<file path="src/rtl/core/nec_pkg.sv">
// Shared types, constants and the window-check function for the NEC IR frame decoder.
package nec_pkg;

  localparam int TICK_W   = 15;
  localparam int MARGIN_W = 12;
  localparam int COUNT_W  = 6;
  localparam int WORD_W   = 16;
  localparam int STATUS_W = 3;
  localparam int ERR_W    = 2;
  localparam int CFG_IDX_W  = 8;
  localparam int CFG_DATA_W = 16;

  localparam logic [COUNT_W-1:0] FRAME_SYMBOLS  = COUNT_W'(34);
  localparam logic [COUNT_W-1:0] REPEAT_SYMBOLS = COUNT_W'(2);
  localparam logic [COUNT_W-1:0] COUNT_MAX      = COUNT_W'(63);
  localparam logic [COUNT_W-1:0] LAST_BIT_SYM   = COUNT_W'(32);
  localparam logic [COUNT_W-1:0] CMD_FIRST_SYM  = COUNT_W'(17);

  // first-error codes
  localparam logic [ERR_W-1:0] ERR_NONE   = 2'd0;
  localparam logic [ERR_W-1:0] ERR_LEADER = 2'd1;
  localparam logic [ERR_W-1:0] ERR_BIT    = 2'd2;

  // frame status codes
  localparam logic [STATUS_W-1:0] ST_VALID  = 3'd0;
  localparam logic [STATUS_W-1:0] ST_REPEAT = 3'd1;
  localparam logic [STATUS_W-1:0] ST_COUNT  = 3'd2;
  localparam logic [STATUS_W-1:0] ST_LEADER = 3'd3;
  localparam logic [STATUS_W-1:0] ST_BIT    = 3'd4;

  // config register indexes
  localparam logic [CFG_IDX_W-1:0] REG_MARGIN       = 8'd0;
  localparam logic [CFG_IDX_W-1:0] REG_LEADER_MARK  = 8'd1;
  localparam logic [CFG_IDX_W-1:0] REG_LEADER_SPACE = 8'd2;
  localparam logic [CFG_IDX_W-1:0] REG_ZERO_MARK    = 8'd3;
  localparam logic [CFG_IDX_W-1:0] REG_ZERO_SPACE   = 8'd4;
  localparam logic [CFG_IDX_W-1:0] REG_ONE_MARK     = 8'd5;
  localparam logic [CFG_IDX_W-1:0] REG_ONE_SPACE    = 8'd6;

  // config reset values
  localparam logic [MARGIN_W-1:0] RST_MARGIN       = 12'd200;
  localparam logic [TICK_W-1:0]   RST_LEADER_MARK  = 15'd9000;
  localparam logic [TICK_W-1:0]   RST_LEADER_SPACE = 15'd4500;
  localparam logic [TICK_W-1:0]   RST_ZERO_MARK    = 15'd560;
  localparam logic [TICK_W-1:0]   RST_ZERO_SPACE   = 15'd560;
  localparam logic [TICK_W-1:0]   RST_ONE_MARK     = 15'd560;
  localparam logic [TICK_W-1:0]   RST_ONE_SPACE    = 15'd1690;

  typedef struct packed {
    logic [TICK_W-1:0] mark_ticks;
    logic [TICK_W-1:0] space_ticks;
    logic              end_of_frame;
  } nec_in_t;

  typedef struct packed {
    logic [STATUS_W-1:0] frame_status;
    logic [WORD_W-1:0]   address;
    logic [WORD_W-1:0]   command_code;
  } nec_out_t;

  typedef struct packed {
    logic [MARGIN_W-1:0] decode_margin;
    logic [TICK_W-1:0]   leader_mark;
    logic [TICK_W-1:0]   leader_space;
    logic [TICK_W-1:0]   zero_mark;
    logic [TICK_W-1:0]   zero_space;
    logic [TICK_W-1:0]   one_mark;
    logic [TICK_W-1:0]   one_space;
  } nec_cfg_t;

  typedef struct packed {
    logic leader_ok;
    logic one_ok;
    logic zero_ok;
  } nec_class_t;

  // strict window: lo < d < hi, lo clamped at zero
  function automatic logic in_window(input logic [TICK_W-1:0]   d,
                                     input logic [TICK_W-1:0]   nom,
                                     input logic [MARGIN_W-1:0] margin);
    logic [TICK_W:0]   hi;
    logic [TICK_W-1:0] lo;
    logic [TICK_W-1:0] margin_x;
    margin_x = TICK_W'(margin);
    hi = {1'b0, nom} + {1'b0, margin_x};
    lo = (nom > margin_x) ? (nom - margin_x) : '0;
    return ({1'b0, d} < hi) && (d > lo);
  endfunction

endpackage

</file>
<file path="src/rtl/core/nec_sym_class.sv">
// Symbol classifier: leader / logic-one / logic-zero window checks.
module nec_sym_class (
  input  nec_pkg::nec_in_t    sym,
  input  nec_pkg::nec_cfg_t   cfg,
  output nec_pkg::nec_class_t cls
);
  import nec_pkg::*;

  always_comb begin
    cls.leader_ok = in_window(sym.mark_ticks, cfg.leader_mark, cfg.decode_margin) &&
                    in_window(sym.space_ticks, cfg.leader_space, cfg.decode_margin);
    cls.one_ok    = in_window(sym.mark_ticks, cfg.one_mark, cfg.decode_margin) &&
                    in_window(sym.space_ticks, cfg.one_space, cfg.decode_margin);
    cls.zero_ok   = in_window(sym.mark_ticks, cfg.zero_mark, cfg.decode_margin) &&
                    in_window(sym.space_ticks, cfg.zero_space, cfg.decode_margin);
  end

endmodule

</file>
<file path="src/rtl/core/nec_frame_acc.sv">
// Frame accumulator: symbol count, address/command shift words, first error, result.
module nec_frame_acc (
  input  logic                clk,
  input  logic                rst_n,
  input  logic                sym_adv,
  input  logic                sym_eof,
  input  nec_pkg::nec_class_t cls,
  output nec_pkg::nec_out_t   res
);
  import nec_pkg::*;

  logic [COUNT_W-1:0] count_r, count_nxt, count_inc;
  logic [WORD_W-1:0]  addr_r, addr_nxt, addr_upd;
  logic [WORD_W-1:0]  cmd_r, cmd_nxt, cmd_upd;
  logic [ERR_W-1:0]   err_r, err_nxt, err_upd;
  logic [COUNT_W-1:0] bit_idx;
  logic               bit_ok;

  always_comb begin
    err_upd  = err_r;
    addr_upd = addr_r;
    cmd_upd  = cmd_r;
    bit_idx  = count_r - COUNT_W'(1);
    bit_ok   = cls.one_ok || cls.zero_ok;
    if (count_r == '0) begin
      if (!cls.leader_ok && err_r == ERR_NONE) begin
        err_upd = ERR_LEADER;
      end
    end else if (count_r <= LAST_BIT_SYM) begin
      if (!bit_ok && err_r == ERR_NONE) begin
        err_upd = ERR_BIT;
      end
      if (cls.one_ok) begin
        if (count_r < CMD_FIRST_SYM) begin
          addr_upd[bit_idx[3:0]] = 1'b1;
        end else begin
          cmd_upd[bit_idx[3:0]] = 1'b1;
        end
      end
    end
    count_inc = (count_r < COUNT_MAX) ? count_r + COUNT_W'(1) : count_r;

    res.frame_status = ST_COUNT;
    res.address      = '0;
    res.command_code = '0;
    if (count_inc == FRAME_SYMBOLS) begin
      case (err_upd)
        ERR_LEADER: res.frame_status = ST_LEADER;
        ERR_BIT:    res.frame_status = ST_BIT;
        default: begin
          res.frame_status = ST_VALID;
          res.address      = addr_upd;
          res.command_code = cmd_upd;
        end
      endcase
    end else if (count_inc == REPEAT_SYMBOLS) begin
      res.frame_status = ST_REPEAT;
    end

    count_nxt = count_r;
    addr_nxt  = addr_r;
    cmd_nxt   = cmd_r;
    err_nxt   = err_r;
    if (sym_adv) begin
      if (sym_eof) begin
        count_nxt = '0;
        addr_nxt  = '0;
        cmd_nxt   = '0;
        err_nxt   = ERR_NONE;
      end else begin
        count_nxt = count_inc;
        addr_nxt  = addr_upd;
        cmd_nxt   = cmd_upd;
        err_nxt   = err_upd;
      end
    end
  end

  always_ff @(posedge clk) begin
    if (!rst_n) begin
      count_r <= '0;
      addr_r  <= '0;
      cmd_r   <= '0;
      err_r   <= ERR_NONE;
    end else begin
      count_r <= count_nxt;
      addr_r  <= addr_nxt;
      cmd_r   <= cmd_nxt;
      err_r   <= err_nxt;
    end
  end

  // count only moves forward by one, holds at saturation, or restarts at frame end
  a_count_step: assert property (@(posedge clk) disable iff (!rst_n)
    sym_adv && !sym_eof && count_r != COUNT_MAX |=> count_r == $past(count_r) + COUNT_W'(1))
    else $error("symbol count did not advance");

  // an error once recorded is never overwritten within a frame
  a_err_sticky: assert property (@(posedge clk) disable iff (!rst_n)
    sym_adv && !sym_eof && err_r != ERR_NONE |=> err_r == $past(err_r))
    else $error("first error overwritten");

  // shift words stay empty until the first data symbol is processed
  a_shift_empty: assert property (@(posedge clk) disable iff (!rst_n)
    count_r <= COUNT_W'(1) |-> addr_r == '0 && cmd_r == '0)
    else $error("shift words not clear at frame start");

endmodule

</file>
<file path="src/rtl/core/nec_ir_frame_decoder_top.sv">
// Top level of the NEC IR frame decoder: config registers, symbol register, result register.
// Path: a symbol accepted into the symbol register is classified from it combinationally;
//   its frame result (end-of-frame symbols only) is loaded into the result register and shows on out_*.
// Throughput: one symbol per cycle; the symbol register and result register decouple
//   the channels, so only a stalled result with an end-of-frame symbol behind it blocks input.
// Reset (rst_n low, synchronous): frame state cleared, config back to NEC defaults
//   (margin 200, leader 9000/4500, zero 560/560, one 560/1690); no clearing pass.
module nec_ir_frame_decoder_top (
  input  logic                             clk,
  input  logic                             rst_n,
  // symbol channel
  input  logic                             in_valid,
  output logic                             in_ready,
  input  nec_pkg::nec_in_t                 in_data,
  // result channel
  output logic                             out_valid,
  input  logic                             out_ready,
  output nec_pkg::nec_out_t                out_data,
  // config write channel
  input  logic                             cfg_valid,
  output logic                             cfg_ready,
  input  logic [nec_pkg::CFG_IDX_W-1:0]    cfg_index,
  input  logic [nec_pkg::CFG_DATA_W-1:0]   cfg_data
);
  import nec_pkg::*;

  // config registers
  nec_cfg_t   cfg_r, cfg_nxt;

  // symbol register stage
  logic       sym_valid_r, sym_valid_nxt;
  nec_in_t    sym_r, sym_nxt;

  // result register stage
  logic       res_valid_r, res_valid_nxt;
  nec_out_t   res_r, res_nxt;

  nec_class_t cls;
  nec_out_t   frame_res;
  logic       res_free;
  logic       sym_adv;
  logic       in_acc;

  // cfg writes are always taken; unknown indexes are dropped
  assign cfg_ready = 1'b1;

  always_comb begin
    cfg_nxt = cfg_r;
    if (cfg_valid && cfg_ready) begin
      case (cfg_index)
        REG_MARGIN:       cfg_nxt.decode_margin = cfg_data[MARGIN_W-1:0];
        REG_LEADER_MARK:  cfg_nxt.leader_mark   = cfg_data[TICK_W-1:0];
        REG_LEADER_SPACE: cfg_nxt.leader_space  = cfg_data[TICK_W-1:0];
        REG_ZERO_MARK:    cfg_nxt.zero_mark     = cfg_data[TICK_W-1:0];
        REG_ZERO_SPACE:   cfg_nxt.zero_space    = cfg_data[TICK_W-1:0];
        REG_ONE_MARK:     cfg_nxt.one_mark      = cfg_data[TICK_W-1:0];
        REG_ONE_SPACE:    cfg_nxt.one_space     = cfg_data[TICK_W-1:0];
        default:          cfg_nxt               = cfg_r;
      endcase
    end
  end

  // classify the held symbol against the timing windows
  nec_sym_class u_class (
    .sym (sym_r),
    .cfg (cfg_r),
    .cls (cls)
  );

  // frame state advances when the held symbol is consumed
  nec_frame_acc u_frame (
    .clk     (clk),
    .rst_n   (rst_n),
    .sym_adv (sym_adv),
    .sym_eof (sym_r.end_of_frame),
    .cls     (cls),
    .res     (frame_res)
  );

  // handshake: a non-final symbol always moves on; a final one needs a free result slot
  assign res_free = !res_valid_r || out_ready;
  assign sym_adv  = sym_valid_r && (!sym_r.end_of_frame || res_free);
  assign in_ready = !sym_valid_r || sym_adv;
  assign in_acc   = in_valid && in_ready;

  always_comb begin
    sym_valid_nxt = sym_valid_r;
    sym_nxt       = sym_r;
    if (in_acc) begin
      sym_valid_nxt = 1'b1;
      sym_nxt       = in_data;
    end else if (sym_adv) begin
      sym_valid_nxt = 1'b0;
    end

    res_valid_nxt = res_valid_r;
    res_nxt       = res_r;
    if (sym_adv && sym_r.end_of_frame) begin
      res_valid_nxt = 1'b1;
      res_nxt       = frame_res;
    end else if (out_ready) begin
      res_valid_nxt = 1'b0;
    end
  end

  always_ff @(posedge clk) begin
    if (!rst_n) begin
      cfg_r.decode_margin <= RST_MARGIN;
      cfg_r.leader_mark   <= RST_LEADER_MARK;
      cfg_r.leader_space  <= RST_LEADER_SPACE;
      cfg_r.zero_mark     <= RST_ZERO_MARK;
      cfg_r.zero_space    <= RST_ZERO_SPACE;
      cfg_r.one_mark      <= RST_ONE_MARK;
      cfg_r.one_space     <= RST_ONE_SPACE;
      sym_valid_r         <= 1'b0;
      res_valid_r         <= 1'b0;
    end else begin
      cfg_r       <= cfg_nxt;
      sym_valid_r <= sym_valid_nxt;
      res_valid_r <= res_valid_nxt;
    end
  end

  // payload registers, no reset
  always_ff @(posedge clk) begin
    sym_r <= sym_nxt;
    res_r <= res_nxt;
  end

  assign out_valid = res_valid_r;
  assign out_data  = res_r;

  // status code always one of the defined outcomes
  a_status_range: assert property (@(posedge clk) disable iff (!rst_n)
    res_valid_r |-> res_r.frame_status <= ST_BIT)
    else $error("result status out of range");

  // decoded words only accompany a valid frame
  a_words_zero: assert property (@(posedge clk) disable iff (!rst_n)
    res_valid_r && res_r.frame_status != ST_VALID |->
      res_r.address == '0 && res_r.command_code == '0)
    else $error("address/command set on a failed frame");

  // a final symbol blocked by a stalled result is kept, not dropped
  a_eof_held: assert property (@(posedge clk) disable iff (!rst_n)
    sym_valid_r && sym_r.end_of_frame && !res_free |=>
      sym_valid_r && sym_r.end_of_frame)
    else $error("final symbol lost while result stalled");

  // a new result is only loaded into a free slot
  a_no_overwrite: assert property (@(posedge clk) disable iff (!rst_n)
    res_valid_r && !out_ready |=> res_valid_r && res_r == $past(res_r))
    else $error("pending result overwritten");

endmodule

</file>
<file path="config.mk">
export PLATFORM = sky130hd
export DESIGN_NAME = nec_ir_frame_decoder_top
export DESIGN_NICKNAME = d
export VERILOG_FILES = /design/src/rtl/core/nec_pkg.sv /design/src/rtl/core/nec_sym_class.sv /design/src/rtl/core/nec_frame_acc.sv /design/src/rtl/core/nec_ir_frame_decoder_top.sv
export SDC_FILE = /design/constraint.sdc
export NUM_CORES = 1
export LEC_CHECK = 0
export BUFFER_PORTS_ARGS = -buffer_cell sky130_fd_sc_hd__buf_4
export CORE_MARGIN = 4
export CORE_UTILIZATION = 64
export DETAILED_ROUTE_END_ITERATION = 12
export PLACE_DENSITY = 0.83
export SYNTH_ARGS = -nofsm -noshare
export SYNTH_HDL_FRONTEND = slang
export SYNTH_SLANG_ARGS = --single-unit
</file>
<file path="constraint.sdc">
create_clock -name clk -period 6.8 [get_ports clk]
set_clock_uncertainty 0.2 [all_clocks]
set_input_delay 0.34 -clock clk [delete_from_list [all_inputs] [get_ports clk]]
set_output_delay 0.34 -clock clk [all_outputs]
set_load 0.02 [all_outputs]
</file>
==> flow_summary.json, run 1 <==
{
  "hpwl_mm": 44.3,
  "gp_congestion": 0.974,
  "synth.most_common_cell": "ha_1",
  "die_y_um": 182,
  "final_nets": 2839,
  "die-area_um2": 33000,
  "cpMaxStageDelayCell": "a2111oi_1",
  "grt_use_met2": 0.563,
  "ys_top_cells_by_area": "ha_1 21%, dfxtp_1 15%, edfxtp_1 10%",
  "grt_util_met3": 0.0553,
  "post-route-period-util": 0.923,
  "cts_made_buffers": 24,
  "startpoint": "cfg_r[91]",
  "cts_tree": "done",
  "fin_setup_tns_ps": 0,
  "grt_pass1_vias": 17772,
  "synthCells": 2327,
  "path_buf_inv": 2,
  "wirelength_mm": 59.6,
  "async_flop_share": 0,
  "die_x_um": 182,
  "first_pass_iters": 6,
  "switching_share": 0.255,
  "worst_ep_arrival_time_ps": 6440,
  "ys_seq_area_frac": 0.252,
  "hold_violations": 0,
  "rsz0062_at_grt": "no",
  "synth_edf_count": 66,
  "busiest_layer": "met2",
  "syn_avg_cell_area_um2": 8.31,
  "synth_ff_type": "dfxtp_1",
  "n_antenna_cell": 0,
  "switchingPower_mw": 0.759,
  "synth_cell_types": 81,
  "startpoint_type": "flip-flop",
  "rr_startpoint": "cfg_r[91]",
  "antenna_found_initial": 1,
  "holdCritPathClass": "in2reg",
  "yosysTopAreaCell": "ha_1",
  "critPathMaxFanout": 14,
  "io_buffers": 95,
  "cts_root_buffer": "clkbuf_16",
  "p_per_area_nw_per_um2": 137,
  "clk_pin_slew_ps": 60,
  "syn-cell-area_um2": 19300,
  "path_class": "reg2reg",
  "met1_usage": 0.445,
  "fin_cells": 2849,
  "ys_warn_count": 0,
  "crit_family": "compound AO/OA/AOI/OAI gates",
  "drc_errors": 0,
  "clk_path_buf_depth": 3,
  "vias": 18421,
  "grt_pass1_wl_mm": 92.2,
  "std_cell_rows": 63,
  "synth_seq_cells": 210,
  "synth_top_area_frac": 0.211,
  "pwr-share-seq": 0.452,
  "synth_common_cells": "326 x ha_1, 260 x nand2_1, 210 x a21oi_1, 161 x nor2_1, 144 x dfxtp_1",
  "fmax_ghz": 0.159,
  "min_period_ps": 6280,
  "grt_overflow_total": 0,
  "intPower_mw": 2.22,
  "syn_nets": 2725,
  "p_comb_frac": 0.102,
  "outcome": "complete, no violations",
  "maxSlewViolCount": 0,
  "start_util": 0.650,
  "area_growth_pct": 12.9,
  "drtAntennaViolNets": 0,
  "setup_viol": 0,
  "htreeDepth": 1,
  "grt_max_degree": 110,
  "fill_cells": 2177,
  "dp_cells": 2758,
  "clk_latency_ps": 540,
  "worst_slew_pin_slew_ps": 1290,
  "end_kind": "flip-flop",
  "drt_iter0_drc": 1898,
  "crit_path_max_incr_delay_ps": 920,
  "wire_per_inst_um": 20.9,
  "cts.sinks": 210,
  "p_clk_frac": 0.446,
  "cpMostUsedCell": "o21ai_0",
  "groute.usage.overall": 0.343,
  "hp-start": "out_ready",
  "vias_per_cell": 6.47,
  "ios": 98,
  "core_um2": 29700,
  "vdd_ir_drop_max_mv": 0.183,
  "layout-drive-gt1-share": 0.0980,
  "slew_headroom": 0.133,
  "cap_viol_max_count": 0,
  "p_leak_nw": 9.31,
  "crit_chain": "inv_1 -> buf_4 -> ha_1 -> nor2b_1 -> o21ai_0 -> a21boi_0 -> o21ai_0 -> a21boi_0 -> o2111ai_1 -> a31oi_1 -> a31o_2 -> o21ai_0 -> ha_1 -> nand4_1 -> or2_2 -> a211oi_1 -> a2111oi_0 -> a2111oi_1 -> o2bb2ai_2 -> nand3_1 -> a211oi_1",
  "required_ps": 6970
}
==> worst paths after layout <==
check,to,slack [ps],cells past startpoint
min reg2reg,u_frame.cmd_r[0],270,2
max reg2reg,out_data[17],520,21
max,out_data[17],520,21
min,sym_valid_r,30,4
==> stage by stage <==
step                area [µm²]  power [mW]  setup WS, ps  hold slack, ps  utilization
floorplan                19300        1.52           789             235            -
finish                   21800        2.98           523            27.4        0.734
detailed placement       20500        1.64           511             257        0.691
CTS                      21800        2.97           476            8.93        0.734
global placement         20500        1.63           680             249        0.691
global route             21800        3.06           135            54.5        0.734
==> flip-flops by register name (all words and copies together) (netlist names) <==
register	cells
u_frame.err_r	2
cfg_r	102
out_valid	1
u_frame.count_r	6
u_frame.cmd_r	16
out_data	35
u_frame.addr_r	16
sym_valid_r	1
sym_r	31
==> power groups by stage <==
stage | Clock, mW | Combinational (mW) | Sequential (mW)
after floorplan | 0 | 0.169 | 1.35
after global placement | 0 | 0.258 | 1.37
after detailed placement | 0 | 0.274 | 1.37
after CTS | 1.33 | 0.297 | 1.34
after global routing | 1.38 | 0.334 | 1.35
final | 1.33 | 0.305 | 1.35
==> final cells by class <==
cell class | instances | area, µm² | share of cell area
Multi-Input combinational cell | 1891 | 13600 | 0.624
Sequential cell | 210 | 4870 | 0.223
Timing Repair Buffer | 198 | 1620 | 0.0741
Clock buffer | 32 | 672 | 0.0308
Tap cell | 390 | 488 | 0.0224
Inverter | 116 | 435 | 0.0199
Clock inverter | 12 | 139 | 0.00636
==> cells by family after synthesis <==
kind of cell,after synthesis,share of synthesized area
simple gates,731,0.179
compound gates,657,0.223
fa+ha+maj,338,0.223
buf+inv,226,0.0465
flops,210,0.252
xor+xnor,129,0.0585
mux,35,0.0181
other cells,1,0.000194
==> metal layers <==
layer / up-vias / wire length, µm / part of all wire
met2: 875 / 27200 / 0.46
met1: 8757 / 23600 / 0.40
met3: 210 / 5850 / 0.098
met4: 2 / 2960 / 0.050
li1: 8577 / - / -
met5: - / 20 / 0.00034
==> repair_timing <==
action                                 CTS  global route
setup endpoints to repair                0             2
hold buffers                            47             0
endpoints found under the hold margin  119             0
gates resized for setup                  0             2
setup buffers                            0             0
==> worst min-delay path, cell delays in order <==
cell,delay [ps]
buf_4,80
nor2b_1,80
nand3_1,110
a21boi_0,80
==> placed cells by master, fill, tap and decap left out, drive strengths merged, types with 16 or more instances in the layout <==
master	Yosys	final
nor2b	63	63
a21boi	66	66
a21o	47	47
nor2	161	161
o21ai	108	108
edfxtp	66	66
nor3	38	38
nand2b	23	23
o21a	16	16
xnor2	104	104
mux2i	35	35
nand2	260	260
and3	18	18
a21oi	230	230
dlygate4sd3	0	47
a211oi	34	34
o211ai	19	19
dfxtp	144	144
inv	115	117
o21bai	27	27
xor2	25	25
a31oi	19	19
clkbuf	87	32
nand4	43	43
nand3	57	57
ha	326	326
buf	23	151
No activity file was read; power rests on OpenSTA's default activity.
==> inputs of run 2 (changes only) <==
--- a/config.mk
+++ b/config.mk
@@ -6,10 +6,13 @@
 export NUM_CORES = 1
 export LEC_CHECK = 0
 export BUFFER_PORTS_ARGS = -buffer_cell sky130_fd_sc_hd__buf_4
+export CORE_ASPECT_RATIO = 0.75
 export CORE_MARGIN = 4
 export CORE_UTILIZATION = 64
+export CTS_CLUSTER_DIAMETER = 50
 export DETAILED_ROUTE_END_ITERATION = 12
 export PLACE_DENSITY = 0.83
+export RECOVER_POWER = 50
 export SYNTH_ARGS = -nofsm -noshare
 export SYNTH_HDL_FRONTEND = slang
 export SYNTH_SLANG_ARGS = --single-unit
==> run 2 against run 1 <==
Compared with the run above:
- the flow now finishes with violations (capacitance limit, slew limit)
- combinational power rose by 3%
- via count fell by 0.59%
- final cell count rose by 0.11%
- setup slack got worse by 130 ps
- highest routed layer is now met4
- hold slack improved by 77 ps
- sequential power barely moved
- clock power rose by 17%
- critical path depth did not move
==> flow_summary.json, run 2 (synthesized netlist as in run 1, its figures left out) <==
{
  "outcome": "complete, but fails checks",
  "violations": "capacitance limit, slew limit",
  "grt_overflow_total": 0,
  "grt_max_degree": 110,
  "drt_iter0_drc": 1942,
  "wirelength_mm": 62.7,
  "maxSlewViolCount": 27,
  "setup_viol": 0,
  "dp_cells": 2750,
  "busiest_layer": "met2",
  "ios": 98,
  "core_um2": 29400,
  "groute.usage.overall": 0.368,
  "fin_area_um2": 21800,
  "startpoint_type": "flip-flop",
  "clk_latency_ps": 580,
  "holdCritPathClass": "in2reg",
  "post_dp_cell_area_um2": 20500,
  "wire_per_inst_um": 22.0,
  "largest_reg_flops": 102,
  "worstHoldPathCells": 4,
  "worstHoldEndpoint": "cfg_r[42]",
  "grt_pass1_wl_mm": 96.5,
  "clk_pin_slew_ps": 60,
  "rr_startpoint": "cfg_r[92]",
  "hold_violations": 0,
  "worst_ep_arrival_time_ps": 6570,
  "vias_per_cell": 6.42,
  "n_antenna_cell": 0,
  "met1_usage": 0.529,
  "hold_ws_ps": 104,
  "r2r_cells": 21,
  "vdd_ir_drop_max_mv": 0.195,
  "drc_errors": 0,
  "hpwl_mm": 45.8,
  "top_register": "cfg_r",
  "area_growth_pct": 12.7,
  "path_class": "reg2reg",
  "p_leak_nw": 9.20,
  "slew_headroom": -0.599,
  "required_ps": 6960,
  "mostFrequentLayoutCell": "ha_1",
  "post-route-period-util": 0.942,
  "p_total_mw": 3.21,
  "grt_util_met3": 0.0804,
  "std_cell_rows": 54,
  "gp_congestion": 0.991,
  "cts_made_buffers": 27,
  "htreeDepth": 1,
  "cts_tree": "done",
  "grt_use_met2": 0.564,
  "clk_path_buf_depth": 3,
  "cts_root_buffer": "clkbuf_16",
  "vias": 18313,
  "fin_cells": 2852,
  "min_period_ps": 6400,
  "cts.sinks": 210,
  "io_buffers": 95,
  "cap_viol_max_count": 3,
  "die_y_um": 158,
  "grt_pass1_vias": 17292,
  "worst_slew_pin_slew_ps": 2390,
  "p_per_area_nw_per_um2": 148,
  "end_kind": "flip-flop",
  "fmax_ghz": 0.156,
  "r2r-end": "out_data[4]",
  "rsz0062_at_grt": "no",
  "final_nets": 2837,
  "critPathMaxFanout": 14,
  "layout-drive-gt1-share": 0.0793,
  "rrSetupSlack_ps": 400,
  "start_util": 0.658,
  "drtAntennaViolNets": 0,
  "final_cell_mix": "325 x ha_1, 260 x nand2_1, 210 x a21oi_1, 161 x nor2_1, 144 x dfxtp_1",
  "fin_setup_tns_ps": 0,
  "hp-start": "cfg_index[1]",
  "die_x_um": 209,
  "antenna_found_initial": 0,
  "die-area_um2": 33100,
  "first_pass_iters": 5
}
## run 2: how the worst max path moves through the flow
stage	slack, ps	end	startpoint	cells past startpoint
6_report	400	out_data[4]	cfg_r[92]	21
3_5_place_dp	540	out_data[15]	cfg_r[92]	24
5_1_grt	1	out_data[4]	cfg_r[92]	23
4_1_cts	480	out_data[15]	cfg_r[92]	24
3_3_place_gp	720	out_data[15]	cfg_r[92]	24
2_1_floorplan	790	out_data[10]	cfg_r[91]	23
## run 2: layout make-up
cell class                 instances  area, µm²
clock buffer                      40        816
clock inverter                    10        149
fill                            2275       7600
inverter                         116        435
multi-input combinational       1891      13600
sequential                       210       4860
tap                              392        490
timing repair buffer             193       1460
## run 2: metal layers
metal / wire (µm) / vias to the layer above
met5: 0 / -
met4: 1950 / 0
met3: 7680 / 145
met2: 26400 / 975
met1: 26700 / 8611
li1: - / 8582
## run 2: power breakdown
group,switching (mW),internal [mW]
logic,0.179,0.133
clock network,0.627,0.924
registers,0.0426,1.31
## run 2: worst max-delay path, stage by stage (launching register included)
cell and delay (ps):
dfxtp_1 310, inv_1 360, ha_1 420, o21ai_0 150, a21oi_1 120, o21ai_0 360
a211oi_1 150, o21ai_0 340, a21oi_1 150, a2111o_1 580, nand2b_1 150, ha_1 240
nor2b_1 130, o21ai_0 150, a211oi_1 100, o41ai_1 660, a311oi_1 120, buf_4 210
and2_4 170, a311o_1 420, a21o_1 310, a211oi_1 360
## run 2: timing repair
item	4_1_cts	5_1_grt
hold buffers	51	0
buffers inserted	0	0
endpoints found under the setup margin	0	2
hold endpoints to repair	132	0
resized for setup	0	1
## run 2: through the flow
step,utilization,setup slack [ps]
2_1_floorplan,-,789
3_3_place_gp,0.697,722
3_5_place_dp,0.697,538
4_1_cts,0.747,483
5_1_grt,0.741,1.02
6_report,0.741,395
